$ cat config.mk
export PLATFORM = sky130hd
export DESIGN_NAME = shared_buffer_multi_queue
export DESIGN_NICKNAME = d
export VERILOG_FILES = /design/src/rtl/shq_pkg.sv /design/src/rtl/shq_ram.sv /design/src/rtl/shq_ctrl.sv /design/src/rtl/shared_buffer_multi_queue.sv
export SDC_FILE = /design/constraint.sdc
export NUM_CORES = 1
export LEC_CHECK = 0
export CAP_MARGIN = 20
export CORE_ASPECT_RATIO = 1.25
export CORE_MARGIN = 1.5
export CORE_UTILIZATION = 33
export DETAILED_ROUTE_END_ITERATION = 8
export DONT_BUFFER_PORTS = 1
export GPL_TIMING_DRIVEN = 1
export PLACE_DENSITY = 0.58
export SETUP_SLACK_MARGIN = 0.4
export SYNTH_ARGS = -nofsm -noshare
export SYNTH_HDL_FRONTEND = slang
export SYNTH_HIERARCHICAL = 1
export SYNTH_SLANG_ARGS = --single-unit
export TNS_END_PERCENT = 30
$ cat constraint.sdc
create_clock -name clk -period 7.4 [get_ports clk]
set_clock_uncertainty 0.05 [all_clocks]
set_input_delay 0.74 -clock clk [delete_from_list [all_inputs] [get_ports clk]]
set_output_delay 0.74 -clock clk [all_outputs]
set_load 0.01 [all_outputs]
$ cat src/rtl/shq_pkg.sv
// ----------------------------------------------------------------------------
// shq_pkg: shared buffer multi-queue package
// Sizes, pointer and payload types, status and action codes.
// ----------------------------------------------------------------------------
package shq_pkg;

    localparam int SLOTS     = 16;
    localparam int QUEUES    = 4;
    localparam int DATA_BITS = 32;

    localparam int QNUM_W = 8;   // queue_number field
    localparam int WORD_W = 32;  // data_in / data_out fields
    localparam int IDX_W  = $clog2(SLOTS);
    localparam int PTR_W  = IDX_W + 1;  // msb marks null
    localparam int QIDX_W = (QUEUES > 1) ? $clog2(QUEUES) : 1;

    localparam logic [QNUM_W:0] QUEUE_LIMIT = (QNUM_W + 1)'(QUEUES);
    localparam logic [PTR_W-1:0] SLOT_LIMIT = PTR_W'(SLOTS);

    typedef logic [IDX_W-1:0]     idx_t;
    typedef logic [PTR_W-1:0]     ptr_t;   // {null, index}
    typedef logic [DATA_BITS-1:0] data_t;

    typedef enum logic
    {
        ACT_ENQ = 1'b0,
        ACT_DEQ = 1'b1
    } action_t;

    typedef enum logic [1:0]
    {
        ST_OK    = 2'd0,
        ST_FULL  = 2'd1,
        ST_EMPTY = 2'd2,
        ST_BADQ  = 2'd3
    } status_t;

    typedef struct packed
    {
        action_t           action;
        logic [QNUM_W-1:0] queue_number;
        logic [WORD_W-1:0] data_in;
    } item_t;

    typedef struct packed
    {
        status_t           status;
        logic [WORD_W-1:0] data_out;
    } res_t;

    typedef struct packed
    {
        logic we;
        idx_t addr;
        ptr_t wdata;
    } link_wr_t;

    typedef struct packed
    {
        logic  we;
        idx_t  addr;
        data_t wdata;
    } data_wr_t;

endpackage

$ cat src/rtl/shq_ram.sv
// ----------------------------------------------------------------------------
// shq_ram: simple dual-port RAM
// One write port, one registered read port with write-first bypass.
// ----------------------------------------------------------------------------
module shq_ram #(
    parameter int DEPTH = 16,
    parameter int WIDTH = 8
) (
    input  logic                     clk,
    input  logic                     we,
    input  logic [$clog2(DEPTH)-1:0] waddr,
    input  logic [WIDTH-1:0]         wdata,
    input  logic                     re,
    input  logic [$clog2(DEPTH)-1:0] raddr,
    output logic [WIDTH-1:0]         rdata
);

    logic [WIDTH-1:0] mem [DEPTH];
    logic [WIDTH-1:0] rdata_reg;

    always_ff @(posedge clk)
    begin
        if (we)
        begin
            mem[waddr] <= wdata;
        end
    end

    always_ff @(posedge clk)
    begin
        if (re)
        begin
            // same-edge write wins
            if (we && (waddr == raddr))
            begin
                rdata_reg <= wdata;
            end
            else
            begin
                rdata_reg <= mem[raddr];
            end
        end
    end

    assign rdata = rdata_reg;

endmodule

$ cat src/rtl/shq_ctrl.sv
// ----------------------------------------------------------------------------
// shq_ctrl: queue and free list pointer control
// Head/tail pointers, free list head and fresh-slot count; one item a cycle while commit is high.
// ----------------------------------------------------------------------------
module shq_ctrl (
    input  logic             clk,
    input  logic             rst_n,
    input  logic             commit,
    input  shq_pkg::item_t   cur,
    input  shq_pkg::item_t   nxt,
    input  shq_pkg::ptr_t    link_rd,
    input  shq_pkg::data_t   data_rd,
    output shq_pkg::idx_t    rd_addr,
    output shq_pkg::link_wr_t link_wr,
    output shq_pkg::data_wr_t data_wr,
    output shq_pkg::res_t    res
);
    import shq_pkg::*;

    logic qempty_reg [QUEUES];
    logic qempty_next [QUEUES];
    idx_t qhead_reg [QUEUES];
    idx_t qhead_next [QUEUES];
    idx_t qtail_reg [QUEUES];
    idx_t qtail_next [QUEUES];
    logic free_empty_reg, free_empty_next;
    idx_t free_head_reg, free_head_next;
    ptr_t fresh_reg, fresh_next;   // slots at or above this were never used

    logic [QIDX_W-1:0] qsel;
    logic [QIDX_W-1:0] nsel;
    logic              bad_q;
    idx_t              slot;
    ptr_t              fresh_inc;

    assign qsel      = cur.queue_number[QIDX_W-1:0];
    assign nsel      = nxt.queue_number[QIDX_W-1:0];
    assign bad_q     = {1'b0, cur.queue_number} >= QUEUE_LIMIT;
    assign fresh_inc = fresh_reg + PTR_W'(1);

    always_comb
    begin
        qempty_next     = qempty_reg;
        qhead_next      = qhead_reg;
        qtail_next      = qtail_reg;
        free_empty_next = free_empty_reg;
        free_head_next  = free_head_reg;
        fresh_next      = fresh_reg;
        slot            = free_head_reg;
        res.status      = ST_OK;
        res.data_out    = '0;
        link_wr.we      = 1'b0;
        link_wr.addr    = qtail_reg[qsel];
        link_wr.wdata   = '0;
        data_wr.we      = 1'b0;
        data_wr.addr    = free_head_reg;
        data_wr.wdata   = data_t'(cur.data_in);

        if (bad_q)
        begin
            res.status = ST_BADQ;
        end
        else if (cur.action == ACT_ENQ)
        begin
            if (free_empty_reg)
            begin
                res.status = ST_FULL;
            end
            else
            begin
                slot = free_head_reg;
                // pop the free list; untouched slots chain in index order
                if ({1'b0, slot} == fresh_reg)
                begin
                    fresh_next = fresh_inc;
                    if (fresh_inc == SLOT_LIMIT)
                    begin
                        free_empty_next = 1'b1;
                    end
                    else
                    begin
                        free_head_next = fresh_inc[IDX_W-1:0];
                    end
                end
                else
                begin
                    free_empty_next = link_rd[IDX_W];
                    free_head_next  = link_rd[IDX_W-1:0];
                end
                if (qempty_reg[qsel])
                begin
                    qempty_next[qsel] = 1'b0;
                    qhead_next[qsel]  = slot;
                end
                else
                begin
                    link_wr.we    = 1'b1;
                    link_wr.addr  = qtail_reg[qsel];
                    link_wr.wdata = {1'b0, slot};
                end
                qtail_next[qsel] = slot;
                data_wr.we       = 1'b1;
                data_wr.addr     = slot;
            end
        end
        else
        begin
            if (qempty_reg[qsel])
            begin
                res.status = ST_EMPTY;
            end
            else
            begin
                slot = qhead_reg[qsel];
                // the tail's link is never read, so it needs no null write
                if (slot == qtail_reg[qsel])
                begin
                    qempty_next[qsel] = 1'b1;
                end
                else
                begin
                    qhead_next[qsel] = link_rd[IDX_W-1:0];
                end
                link_wr.we      = 1'b1;
                link_wr.addr    = slot;
                link_wr.wdata   = {free_empty_reg, free_head_reg};
                free_head_next  = slot;
                free_empty_next = 1'b0;
                res.data_out    = WORD_W'(signed'(data_rd));
            end
        end

        if (!commit)
        begin
            qempty_next     = qempty_reg;
            qhead_next      = qhead_reg;
            qtail_next      = qtail_reg;
            free_empty_next = free_empty_reg;
            free_head_next  = free_head_reg;
            fresh_next      = fresh_reg;
            link_wr.we      = 1'b0;
            data_wr.we      = 1'b0;
        end
    end

    // read for the incoming item sees the state this edge leaves behind
    assign rd_addr = (nxt.action == ACT_DEQ) ? qhead_next[nsel] : free_head_next;

    always_ff @(posedge clk or negedge rst_n)
    begin
        if (!rst_n)
        begin
            for (int i = 0; i < QUEUES; i++)
            begin
                qempty_reg[i] <= 1'b1;
                qhead_reg[i]  <= '0;
                qtail_reg[i]  <= '0;
            end
            free_empty_reg <= 1'b0;
            free_head_reg  <= '0;
            fresh_reg      <= '0;
        end
        else
        begin
            qempty_reg     <= qempty_next;
            qhead_reg      <= qhead_next;
            qtail_reg      <= qtail_next;
            free_empty_reg <= free_empty_next;
            free_head_reg  <= free_head_next;
            fresh_reg      <= fresh_next;
        end
    end

endmodule

$ cat src/rtl/shared_buffer_multi_queue.sv
// ----------------------------------------------------------------------------
// shared_buffer_multi_queue: several FIFO queues in one shared slot store
// Linked-list queues with a free list; one status result per transfer.
// ----------------------------------------------------------------------------
// usage
// - s_axis carries commands: tuser selects enqueue (0) or dequeue (1),
//   tdata holds the queue number and the value to enqueue
// - m_axis returns one result per command: tuser is the status
//   (ok, store full, queue empty, bad queue number), tdata the dequeued value,
//   zero for enqueues and failed commands
// - a command's transfer loads the command register, where slot and link
//   memories are read and pointers updated; as the command completes, the
//   result register is loaded and the result is offered
// - throughput: one command per cycle unless m_axis stalls; the slot memories take their read
//   address at command transfer and are written as the command completes
// - a stalled m_axis holds the result register; one more command still
//   enters the command register, after that s_axis_tready drops
// - reset: every queue empty, all slots free, nothing pending; no memory
//   clearing pass, slots never used are handed out by a fill count
// ----------------------------------------------------------------------------
module shared_buffer_multi_queue (
    input  logic        clk,
    input  logic        rst_n,
    input  logic        s_axis_tvalid,
    output logic        s_axis_tready,
    input  logic [39:0] s_axis_tdata,   // queue_number[7:0], data_in[39:8]
    input  logic        s_axis_tuser,   // action
    output logic        m_axis_tvalid,
    input  logic        m_axis_tready,
    output logic [31:0] m_axis_tdata,   // data_out[31:0]
    output logic [1:0]  m_axis_tuser    // status[1:0]
);
    import shq_pkg::*;

    // command register
    logic  s1_valid_reg;
    item_t s1_item_reg;
    // result register
    logic  out_valid_reg;
    res_t  out_res_reg;

    item_t    in_item;
    logic     accept;
    logic     commit;
    idx_t     rd_addr;
    ptr_t     link_rd;
    data_t    data_rd;
    link_wr_t link_wr;
    data_wr_t data_wr;
    res_t     res;

    assign in_item.action       = action_t'(s_axis_tuser);
    assign in_item.queue_number = s_axis_tdata[QNUM_W-1:0];
    assign in_item.data_in      = s_axis_tdata[QNUM_W+WORD_W-1:QNUM_W];

    // the command completes when the result register can take it
    assign commit        = s1_valid_reg && (!out_valid_reg || m_axis_tready);
    assign s_axis_tready = !s1_valid_reg || commit;
    assign accept        = s_axis_tvalid && s_axis_tready;

    shq_ctrl u_ctrl (
        .clk     (clk),
        .rst_n   (rst_n),
        .commit  (commit),
        .cur     (s1_item_reg),
        .nxt     (in_item),
        .link_rd (link_rd),
        .data_rd (data_rd),
        .rd_addr (rd_addr),
        .link_wr (link_wr),
        .data_wr (data_wr),
        .res     (res)
    );

    // next-slot links of queues and free list
    shq_ram #(
        .DEPTH (SLOTS),
        .WIDTH (PTR_W)
    ) u_link_ram (
        .clk   (clk),
        .we    (link_wr.we),
        .waddr (link_wr.addr),
        .wdata (link_wr.wdata),
        .re    (accept),
        .raddr (rd_addr),
        .rdata (link_rd)
    );

    // slot payloads
    shq_ram #(
        .DEPTH (SLOTS),
        .WIDTH (DATA_BITS)
    ) u_data_ram (
        .clk   (clk),
        .we    (data_wr.we),
        .waddr (data_wr.addr),
        .wdata (data_wr.wdata),
        .re    (accept),
        .raddr (rd_addr),
        .rdata (data_rd)
    );

    always_ff @(posedge clk or negedge rst_n)
    begin
        if (!rst_n)
        begin
            s1_valid_reg  <= 1'b0;
            out_valid_reg <= 1'b0;
        end
        else
        begin
            if (s_axis_tready)
            begin
                s1_valid_reg <= s_axis_tvalid;
            end
            if (commit)
            begin
                out_valid_reg <= 1'b1;
            end
            else if (m_axis_tready)
            begin
                out_valid_reg <= 1'b0;
            end
        end
    end

    // payload registers, no reset
    always_ff @(posedge clk)
    begin
        if (accept)
        begin
            s1_item_reg <= in_item;
        end
        if (commit)
        begin
            out_res_reg <= res;
        end
    end

    assign m_axis_tvalid = out_valid_reg;
    assign m_axis_tdata  = out_res_reg.data_out;
    assign m_axis_tuser  = out_res_reg.status;

endmodule

### Word-level counts from Yosys, hierarchy flattened

Memories as Yosys holds them, arrays and structs flattened. A register that Yosys moved wholly into a read port is not among the register bits.
Index checks and enable logic that the tools add are counted.

* add/subtract/negate cells: 1
* multiply operators: 0
* divide/modulo/power cells: 0
* order comparisons: 4
* eq/ne operators: 6
* shift operators: 0
* multiplexer cells: 63
* bitwise operators: 8
* reduce and logical (&&, ||, !) cells: 14

Operators with widths (count)
* 2-to-1 mux 16 bit: 7
* 2-to-1 mux 4 bit: 20
* 2-to-1 mux 10 bit: 5
* bitwise mux 16 bit: 3
* binary-select mux 4 bit (select 2 bit): 3
* 2-to-1 mux 1 bit: 17
* 2-to-1 mux 5 bit: 3
* demux 4 bit (select 2 bit): 1
* >= comparator 8 x 3 -> 1 bit, second input constant: 1
* >= comparator 3 bit, second input constant: 2
* inverter 2 -> 3 bit: 2
* AND reduction 6 bit: 1
* adder 5 x 1 -> 5 bit, second input constant: 1
* == test 4 x 5 -> 1 bit: 1
* == test 5 bit, second input constant: 1
* AND reduction 5 bit: 1
* AND 4 bit: 1
* == test 4 bit: 1
* 2-to-1 mux 2 bit: 2
* inequality test 2 bit, second input constant: 2
* inverter 4 bit: 1
* bitwise OR 4 bit: 1
* AND reduction 4 bit: 1
* nonzero test 2 bit: 2
* other kinds (10): 16

* register bits: 123
* bits in latches: 0
* bits in writable memories: 592
* bits in read-only memories: 0
* bits of input ports: 45
* output and inout bits: 36
* word-level logic and storage cells: 120
* memories kept: 2

Memories
* u_data_ram.mem: depth 16, bits a word 32, rd ports 1, clocked after Yosys merged registers in 1, wr ports 1, RTL line shq_ram.sv:18 `logic [WIDTH-1:0] mem [DEPTH];`
* u_link_ram.mem: depth 16, bits a word 5, rd ports 1, clocked after Yosys merged registers in 1, wr ports 1, RTL line shq_ram.sv:18

### Logic depth before layout (Yosys ltp)

* depth after elaboration: 15
* depth in mapped cells: 19
* depth with buffers taken out: 15

### Modules after synthesis

Netlist, hierarchy kept.

Modules (own cells, without submodules)
* shq_ram (u_data_ram): instances 1, cells each 879, area each 20576.0 µm², seq. area each 16335.7 µm²
* shq_ctrl: instances 1, cells each 390, area each 3599.7 µm², seq. area each 1156.1 µm²
* shq_ram (u_link_ram): instances 1, cells each 162, area each 3489.6 µm², seq. area each 2552.4 µm²
* shared_buffer_multi_queue: instances 1, cells each 83, area each 2356.0 µm², seq. area each 2302.2 µm²

### Worst setup path before layout

Ideal clock, no wire load.

* path kind: input-to-reg
* from: input port m_axis_tready
* to: memory u_data_ram/mem[0][0] in the netlist's numbering, enable pin
* setup time: 0.461 ns
* arrival time: 5.381 ns
* slack: 1.508 ns
* stages on the path: 8
* cell sequence: nand2b_1 -> and2_1 -> inv_1 -> nor3_4 -> nand2_4 -> clkinv_2 -> or3b_2 -> nor3_1

RTL lines
* start: declaration: RTL line shared_buffer_multi_queue.sv:29 `input logic m_axis_tready,`
* end: declaration: RTL line shq_ram.sv:18

### Worst setup path in the final report

* from: register s1_item_reg[32] in the netlist's numbering
* to: register u_data_ram.rdata_reg[2] (netlist: u_data_ram/rdata[2]) (read register of u_data_ram.mem) (data pin)

* word-level cells in the longest chain between the ends: 15
* elaborated cells between the ends (all ways): 34

RTL lines
* start: declaration: RTL line shared_buffer_multi_queue.sv:37 `item_t s1_item_reg;`
* start signal: assignment: RTL line shared_buffer_multi_queue.sv:132 `s1_item_reg <= in_item;`
* inverter 2 -> 3 bit (implied by the code)
* >= comparator 3 bit (implied by the code) or < comparator 3 x 1 -> 1 bit (tied branches): RTL line shq_ctrl.sv:93, shq_ctrl.sv:122
* logical AND 1 bit (implied by the code): RTL line shq_ctrl.sv:93, shq_ctrl.sv:122
* 2-to-1 mux 4 bit (implied by the code): RTL line shq_ctrl.sv:93, shq_ctrl.sv:122
* demux 4 bit (select 2 bit): RTL line shq_ctrl.sv:93, shq_ctrl.sv:122
* bitwise mux 16 bit, on equally long branches: RTL line shq_ctrl.sv:93, shq_ctrl.sv:122
* 2-to-1 mux 16 bit, on equally long branches: RTL line shq_ctrl.sv:90, shq_ctrl.sv:116
* 2-to-1 mux 16 bit, on equally long branches: RTL line shq_ctrl.sv:65, shq_ctrl.sv:108
* 2-to-1 mux 16 bit: RTL line shq_ctrl.sv:63 `else if (cur.action == ACT_ENQ)`
* 2-to-1 mux 16 bit: RTL line shq_ctrl.sv:59 `if (bad_q)`
* 2-to-1 mux 16 bit: RTL line shq_ctrl.sv:133 `if (!commit)`
* binary-select mux 4 bit (select 2 bit): RTL line shq_ctrl.sv:147 `assign rd_addr = (nxt.action == ACT_DEQ) ? qhead_next[nsel] : free_head_next;`
* 2-to-1 mux 4 bit (implied by the code) (2 in series): RTL line shq_ctrl.sv:147
* 2-to-1 mux 4 bit (*): RTL line shq_ctrl.sv:147
* named net rd_addr[1]: RTL line shared_buffer_multi_queue.sv:45 `idx_t rd_addr;`
* end: declaration: RTL line shq_ram.sv:19 `logic [WIDTH-1:0] rdata_reg;`

The timed path passes the listed nets; every way through them passes the cells marked *. The select of a mux whose other input is x is not followed.
A chain may end at the register's enable or synchronous reset.

==> impl_results.md <==
* CTS root buf: clkbuf_16
* CTS tree: done
* Transition time of the tightest slew-check pin at around 1000 ps
* Critical path endpoint category: flip-flop
* Clock slew at reported path FFs at roughly 60 ps
* Syn Area/Cell at 19.8 um^2
* Post-Route WL at between 70000 and 80000 um
* P_sw at 2.01 mW
* Share of the synthesized area in the top cell type at a little over two thirds
* Reg2reg start: s1_item_reg[32]$_DFFE_PP_
* CP Max Fanout at 54
* Area share of and/or/nand/nor cells after synthesis at 4.30%
* Sequential Power Share at 53.3%
* Post-synth EDFFs at 704
* Fillers at ~8.1k
* WP data arrival at slightly above 6000 ps
* Post-Syn Instances at 1514
* Power Total at 9.06 mW
* Max cap viols at 0
* Adder-cell share of the synthesized area at less than 1%
* Worst-Skew Late Latency at 630 ps
* Number of inserted diodes at 0
* Vias at roughly 15k
* Min-delay worst type: in -> reg
* Critical path type: reg -> reg
* Detailed-route DRC error count at 0
* Yosys top cell by area: edfxtp_1
* P_leak at between 10 and 15 nW
* Post-route cell area at roughly 34000 um^2
* DRT antenna net count at 0
* Post-synthesis mux area share at between 10% and 20%
* Pins Over Slew Limit at 0
* Worst setup margin at about 1600 ps
* CP required at 7720 ps
* Top_reg_cell synth: edfxtp_1
* Placed inst area at 31500 um^2
* Peak Freq at 172 MHz
* Inserted Clock Buffers at 75
* GRT Util Overall at between 10% and 20%
* Total grt overflow at 0
* Post-CTS Setup Inserts at 0
* Final worst path period share at 78.4%
* Num ports at 81
* Area contributors post-synth: edfxtp_1 70%, mux4_2 10%, dfrtp_1 3.7%, mux2_2 2.2%, mux4_1 1.8%
* End of the critical path: u_data_ram/rdata[2]$_DFFE_PP_
* Power per standard cell area at 268 nW/um^2
* Critical Path Source Type: flip-flop
* Complex-gate fraction of the synthesized area at approximately 3.4%
* Hold WS at 147 ps
* Cell count after placement at 2631
* DP HPWL at 38300 um
* Synth Net Count at 1561
* Mapped Area at roughly 30000 um^2
* R2R depth at 12
* R2R setup slack at 1600 ps
* Comb pwr share at 6.0%
* Via density per instance at 5.32
* Largest family of logic cells by synthesized area: multiplexers
* Area grow syn2layout at 12.8%
* RSZ-0062 raised after global routing: no
* Nets at around 1.6k
* Setup_tns at 0 ps
* Longest Clk Path Bufs at 3
* Die ar. at slightly above 90000 um^2
* Core area at 90000 um^2
* Core Rows at 123
* Initial antenna violation count at 3
* Post-layout util at a little under two fifths
* Max_slew headroom at 30.9%
* Max VDD drop at ~150 uV
* Cell variety after synth at 76
* PortBufs at 0
* Warnings from Yosys at 6
* Routed wire per std cell at 25.8 um
* Layout cells sized above 1 at between 20% and 30%
* Outcome: completed
* Place WS at 1680 ps
* Die Ht at 340 um
* Fin crit period at 5800 ps
* Initial core utilization at between 30% and 40%
* Synth async-reset ratio at 6.38%
* Number of flip-flops in the largest register at 512
* Most common cell in the synthesized netlist: edfxtp_1
* Setup violations, final at 0
* Internal power at 7.05 mW
* Seq/Total Area, Yosys at 74.4%
* Vias in the first global route at 15.1k
* #FFs+latches synth at 752
* Largest net degree at the start of global routing at 55
* DR iter-0 viols at approximately 1.4k
* Sink Count at 752
* Synth cell count leaders: 704 x edfxtp_1, 137 x mux4_2, 71 x a22oi_1
* R2R Path End: u_data_ram/rdata[2]$_DFFE_PP_
* H-tree depth at 3
* First-pass GRT wire length at 104000 um
* Fin. Hold Viols at 0
* Pre-Repair DR Iteration Count at 5
* Clk pwr share at 40.7%
* Sw Share at between 20% and 30%
* Routability Congestion at 0.898
* Xor/xnor cell area share of the yosys netlist at 0.583%
* Crit path from: s1_item_reg[32]$_DFFE_PP_
* Post-Layout Cell Count at 2769
* Die Wd at 273 um
==> how the worst min path moves through the flow <==
stage | from | end | slack [ps] | cells after the start
after floorplan | rst_n | m_axis_tvalid$_DFFE_PN0P_ | 390 | 0
after global routing | s_axis_tdata[20] | s1_item_reg[12]$_DFFE_PP_ | 120 | 0
after CTS | s_axis_tdata[28] | s1_item_reg[20]$_DFFE_PP_ | 100 | 0
after detailed placement | rst_n | u_ctrl/free_head_reg[1]$_DFF_PN0_ | 400 | 0
after global placement | rst_n | u_ctrl/qhead_reg[5]$_DFF_PN0_ | 400 | 0
final | s_axis_tdata[18] | s1_item_reg[10]$_DFFE_PP_ | 150 | 0
==> power by group through the flow <==
stage / registers (mW) / clock network, mW / logic, mW
CTS: 4.83 / 3.78 / 0.555
finish: 4.83 / 3.68 / 0.545
global route: 4.84 / 3.95 / 0.588
floorplan: 4.83 / 0 / 0.447
global placement: 4.92 / 0 / 0.543
detailed placement: 4.92 / 0 / 0.545
==> kinds of logic after synthesis <==
group                    after synthesis
adder cells (fa/ha/maj)                2
AO/OA/AOI/OAI                        135
XOR/XNOR                              20
buffers and inverters                129
multiplexers                         234
AND/OR/NAND/NOR                      242
flip-flops                           752
==> cell usage in the layout (no fill, tap or decap), drive strengths merged, types with 7 or more instances in the layout <==
master  netlist  layout
edfxtp      704     704
mux4        158     158
clkbuf       45      84
a22oi        71      71
nand2        65      65
mux2         58      58
buf          69      45
dfrtp        44      44
nor2         44      44
clkinv        1      39
and3         36      36
inv          14      19
nand3        18      18
mux2i        18      18
nor3         15      15
o21ai        12      12
and2         12      12
nand2b       11      11
xor2         11      11
xnor2         9       9
nor4          9       9
nor2b         8       8
a21oi         7       7
==> cell type report <==
type / count / area (um^2) / share of cell area (%)
tap: 1187 / 1490 / 4.39
timing repair buffer: 46 / 480 / 1.42
multi-input combinational: 633 / 7140 / 21.1
inverter: 15 / 57.6 / 0.170
clock inverter: 52 / 414 / 1.22
sequential: 752 / 22300 / 66.0
clock buffer: 84 / 1930 / 5.71
==> per-layer routing <==
layer | vias up | part of all wire [%] | track usage [%]
met2 | 475 | 51 | 26.0
met5 | - | 0.043 | 0
li1 | 6199 | - | -
met4 | 4 | 2.7 | 5.42
met3 | 118 | 5.3 | 2.93
met1 | 7925 | 41 | 19.7
==> worst max-delay path, stage by stage (launching register included) <==
cell,delay (ps)
edfxtp_1,890
mux4_1,730
xnor2_1,280
and4_1,570
nor4_1,190
a221oi_1,420
o22ai_1,130
or4_4,800
buf_12,370
mux4_2,340
a22oi_1,230
nand2_1,80
mux2_2,250
==> repair_timing <==
| action | CTS | global route |
|---|---|---|
| hold endpoints to repair | 48 | 0 |
| gates resized for setup | 0 | 0 |
| hold buffers | 2 | 0 |
| setup endpoints to repair | 0 | 0 |
No activity file was read; power rests on OpenSTA's default activity.
